<file path="src/rtl/ssi_pkg.sv">
// package for the sorted set insert and lookup block
// shared widths, defaults, mode code and the cell status type
// no dependencies
`default_nettype none

package ssi_pkg;

  localparam int CAPACITY_DEF = 64;
  localparam int KEY_BITS_DEF = 32;

  localparam int KEY_W = 32;
  localparam int POS_W = 7;

  localparam logic MODE_LOOKUP = 1'b0;
  localparam logic MODE_ADD    = 1'b1;

  typedef struct packed {
    logic lt;
    logic eq;
  } cell_stat_t;

endpackage

`default_nettype wire

</file>
<file path="src/rtl/ssi_cell.sv">
// one slot of the sorted row: holds a biased key, compares it with the search key
// and on insert keeps, takes the new key or takes its left neighbor; uses ssi_pkg
`default_nettype none

module ssi_cell #(
  parameter int KEY_BITS = 32,
  parameter int CNT_BITS = 7,
  parameter int INDEX    = 0
) (
  input  wire logic                 clk,
  input  wire logic [KEY_BITS-1:0]  key,
  input  wire logic [CNT_BITS-1:0]  count,
  input  wire logic                 wr,
  input  wire logic                 left_lt,
  input  wire logic [KEY_BITS-1:0]  left_entry,
  output ssi_pkg::cell_stat_t       stat,
  output logic      [KEY_BITS-1:0]  entry
);
  import ssi_pkg::*;

  logic occ;

  assign occ     = count > CNT_BITS'(INDEX);
  assign stat.lt = occ && (entry < key);
  assign stat.eq = occ && (entry == key);

  always_ff @(posedge clk) begin
    if (wr && !stat.lt) begin
      if (left_lt) begin
        entry <= key;
      end else begin
        entry <= left_entry;
      end
    end
  end

endmodule

`default_nettype wire

</file>
<file path="config.mk">
export PLATFORM = sky130hd
export DESIGN_NAME = ssi_cell
export DESIGN_NICKNAME = d
export VERILOG_FILES = /design/src/rtl/ssi_pkg.sv /design/src/rtl/ssi_cell.sv
export SDC_FILE = /design/constraint.sdc
export NUM_CORES = 1
export LEC_CHECK = 0
export BUFFER_PORTS_ARGS = -buffer_cell sky130_fd_sc_hd__buf_4
export CORE_MARGIN = 3
export CORE_UTILIZATION = 50
export DETAILED_ROUTE_END_ITERATION = 10
export GPL_TIMING_DRIVEN = 0
export HOLD_SLACK_MARGIN = 0.03
export PLACE_DENSITY_LB_ADDON = 0.25
export SLEW_MARGIN = 20
export SYNTH_ARGS = -nofsm -noshare
export SYNTH_HDL_FRONTEND = slang
export SYNTH_SLANG_ARGS = --single-unit
</file>
<file path="constraint.sdc">
create_clock -name clk -period 4.7 [get_ports clk]
set_clock_uncertainty 0.05 [all_clocks]
set_input_delay 0.47 -clock clk [delete_from_list [all_inputs] [get_ports clk]]
set_output_delay 0.47 -clock clk [all_outputs]
set_load 0.02 [all_outputs]
</file>
==> summary.md <==
| Metric | Value |
|---|---|
| Bufs on Longest Clock Path | 2 |
| Sequential cell area fraction in the yosys report | 44.0% |
| Cells along the critical path | ha_1 > nand4_1 > nor3_1 > a21boi_0 > o41a_1 > nor3_1 > buf_4 |
| Top post-synthesis cells by area | edfxtp_1 (44%), ha_1 (18%), mux2_2 (15%), inv_1 (5.5%), a21oi_1 (2.8%) |
| CP Class | register to primary output |
| DR vias | 1813 |
| Die X | 72.1 um |
| Synth unique cells | 27 |
| Initial Util | 53.0% |
| Critical path fanouts, max | 3 |
| Drt pass-1 iters | 4 |
| Clk_lat worst skew | 0.27 ns |
| Clk slew on worst S/H paths | 0.06 ns |
| Resize count post-CTS | 0 |
| Crit-path slowest cell | o41a_1 |
| Setup bufs post-CTS | 0 |
| Die height | 72.1 um |
| Synthesis Warnings | 0 |
| Power density cells | 242 nW/um^2 |
| CTS sink cnt | 32 |
| Syn Std Cell Area | 2180 um^2 |
| Final Non-Filler Cells | 350 |
| Vias per cell | 5.18 |
| Worst setup EP type | primary output |
| Setup Viol. Count Final | 0 |
| First-pass GRT wire length | 8.34 mm |
| Total negative slack | 0 ns |
| Fill count | 285 |
| Largest net degree at the start of global routing | 22 |
| CTS buffer count | 5 |
| Ratio of cells with drive above 1 in the final layout | 49.7% |
| Yosys top cell area share | 44.0% |
| Worst Max-Slew Pin Slew | 0.387 ns |
| Routed wire length | 5.16 mm |
| Max VDD drop | 0.000180 V |
| CP arrival | 2.19 ns |
| Share of flip-flops with an asynchronous set or reset | 0% |
| Period utilization | 57.7% |
| CP bufs+invs | 1 |
| Startpoint types | register |
| EDFF count, synth | 32 |
| RSZ-0062 raised after global routing | false |
| Max-slew headroom | 73.9% |
| Post-synth top cells | edfxtp_1 (32), ha_1 (32), inv_1 (32) |
| Gate Count Post-Synth | 185 |
| DR WL met3 | 417 um |
| Area growth syn-to-layout | 44.3% |
| DRT iter0 DRCs | 71 |
| Worst path top cell family by delay | compound AO/OA/AOI/OAI gates |
| Fin. Hold Viols | 0 |
| Hold buffers post-CTS | 0 |
| Hold Crit Class | input port to register |
| Antenna Violating Nets Remaining | 0 |
| Worst Path Required | 4.18 ns |
| DR WL met2 | 2.73 mm |
| Final Net Count | 405 |
| Routed WL per cell | 14.7 um |
| # H-tree levels | 2 |
| Cell Rows | 23 |
| Vias in the first global route | 1933 |
| Ports | 108 |
| Largest register by flop count | entry |
| Root Driver | clkbuf_8 |
| GRT overflow | 0 |
| GRT Total Usage | 20.5% |
| # diodes | 0 |
| Peak Freq | 369 MHz |
| Initial antenna violation count | 0 |
| Core area | 4120 um^2 |
| Buffers on Ports | 106 |
| Cell mode on critical path | nor3_1 |
| CTS tree | yes |
| Leading area contributor after synthesis | edfxtp_1 |
| Met1 Routed Length | 1.93 mm |
| CP max stage delay | 0.42 ns |
| Drc violations | 0 |
| Leak | 0.00152 uW |
| Biggest regs | entry x32 |
| Most used DFF post-synth | edfxtp_1 |
| Tmin final | 2.71 ns |
| Yosys reg bits | 32 |
| DP HPWL | 4.40 mm |
| Die area | 5190 um^2 |
| Mean Syn Cell Area | 11.8 um^2 |
| Routability cong. | 0.767 |
| Uppermost layer routed | met4 |
| Net count after synthesis | 291 |
| Outcome | completed |
| Max reg flops | 32 |
| Placed insts | 342 |
| Slew Viols, Final | 0 |
| MaxCap Viol Count | 0 |
[path summary, 6_finish.rpt]
check	start	cells after the start	slack (ns)	endpoint
worst min-delay path	left_entry[3]	2	0.43	entry[3]
worst max register to register	entry[30]	7	2.08	entry[1]
worst min register to register	entry[31]	4	1.18	entry[23]
worst max-delay path	entry[13]	7	1.99	stat[1]
[power breakdown]
part	switching, uW	internal, uW	leakage (uW)	total [uW]
clock	95.3	103	0.0000399	198
sequential	10.3	341	0.000298	351
combinational	98.9	115	0.00118	213
total	204	558	0.00152	763
[kinds of logic (layout without fill, tap and decap cells)]
logic type,count (synthesis),after routing,share of synthesized area [%]
AOI/OAI and AO/OA,25,25,7.45
and+or+nand+nor,28,28,7.28
muxes,32,32,16.5
DFF,32,32,44.0
adders and majority gates,32,32,18.3
buffers and inverters,36,151,6.36
[layout by cell type, fill, tap and decap left out]
cell type / Yosys / final
ha_1: 32 / 32
nand2_1: 7 / 7
nor4_1: 1 / 1
buf_16: 0 / 1
inv_1: 32 / 32
nor3_1: 3 / 3
mux2_2: 30 / 30
o41a_1: 1 / 1
a21oi_1: 12 / 12
buf_4: 0 / 106
clkbuf_1: 1 / 3
o31a_2: 0 / 1
a211oi_1: 2 / 2
o21ai_0: 3 / 3
buf_2: 3 / 3
a21o_1: 2 / 2
nand3_2: 1 / 1
clkbuf_8: 0 / 5
or3_1: 1 / 1
and4_1: 2 / 2
nand3_1: 3 / 3
nor2_1: 3 / 3
edfxtp_1: 32 / 32
nand4_1: 5 / 5
and3_1: 1 / 1
nor2b_4: 1 / 1
clkinv_1: 0 / 1
o211ai_2: 1 / 1
a221oi_1: 2 / 2
a21boi_0: 1 / 1
mux2_1: 2 / 2
[worst register-to-register path, stage by stage, from the launching register on]
cell and delay [ns]:
edfxtp_1 0.40, ha_1 0.34, nand4_1 0.12, or3_1 0.40, nor2_1 0.18, o41a_1 0.23
o31a_2 0.39, buf_16 0.22
[through the flow]
stage	setup WS (ns)	hold WS (ns)	total power, uW	utilization (%)	area, um^2
after global placement	1.16	0.706	561	73.9	3040
after CTS	1.99	0.421	772	76.5	3150
after floorplan	1.80	0.621	467	-	2180
after detailed placement	1.90	0.708	572	74.6	3070
after global routing	1.90	0.419	805	76.5	3150
final	1.99	0.426	763	76.5	3150
[routing by layer]
metal,GRT usage [%],up-vias
met1,22.1,837
met4,5.64,0
met3,7.06,6
li1,-,905
met2,37.7,65
met5,0,-
[cell type report]
type	instances	area (um^2)	area share, %
Inverter	32	120	3.81
Tap cell	50	62.6	1.99
Clock buffer	7	76.3	2.42
Timing Repair Buffer	107	823	26.1
Sequential cell	32	961	30.5
Clock inverter	1	3.75	0.119
Multi-Input combinational cell	117	1080	34.4
Buffer	4	18.8	0.596
No activity file was read; power rests on OpenSTA's default activity.
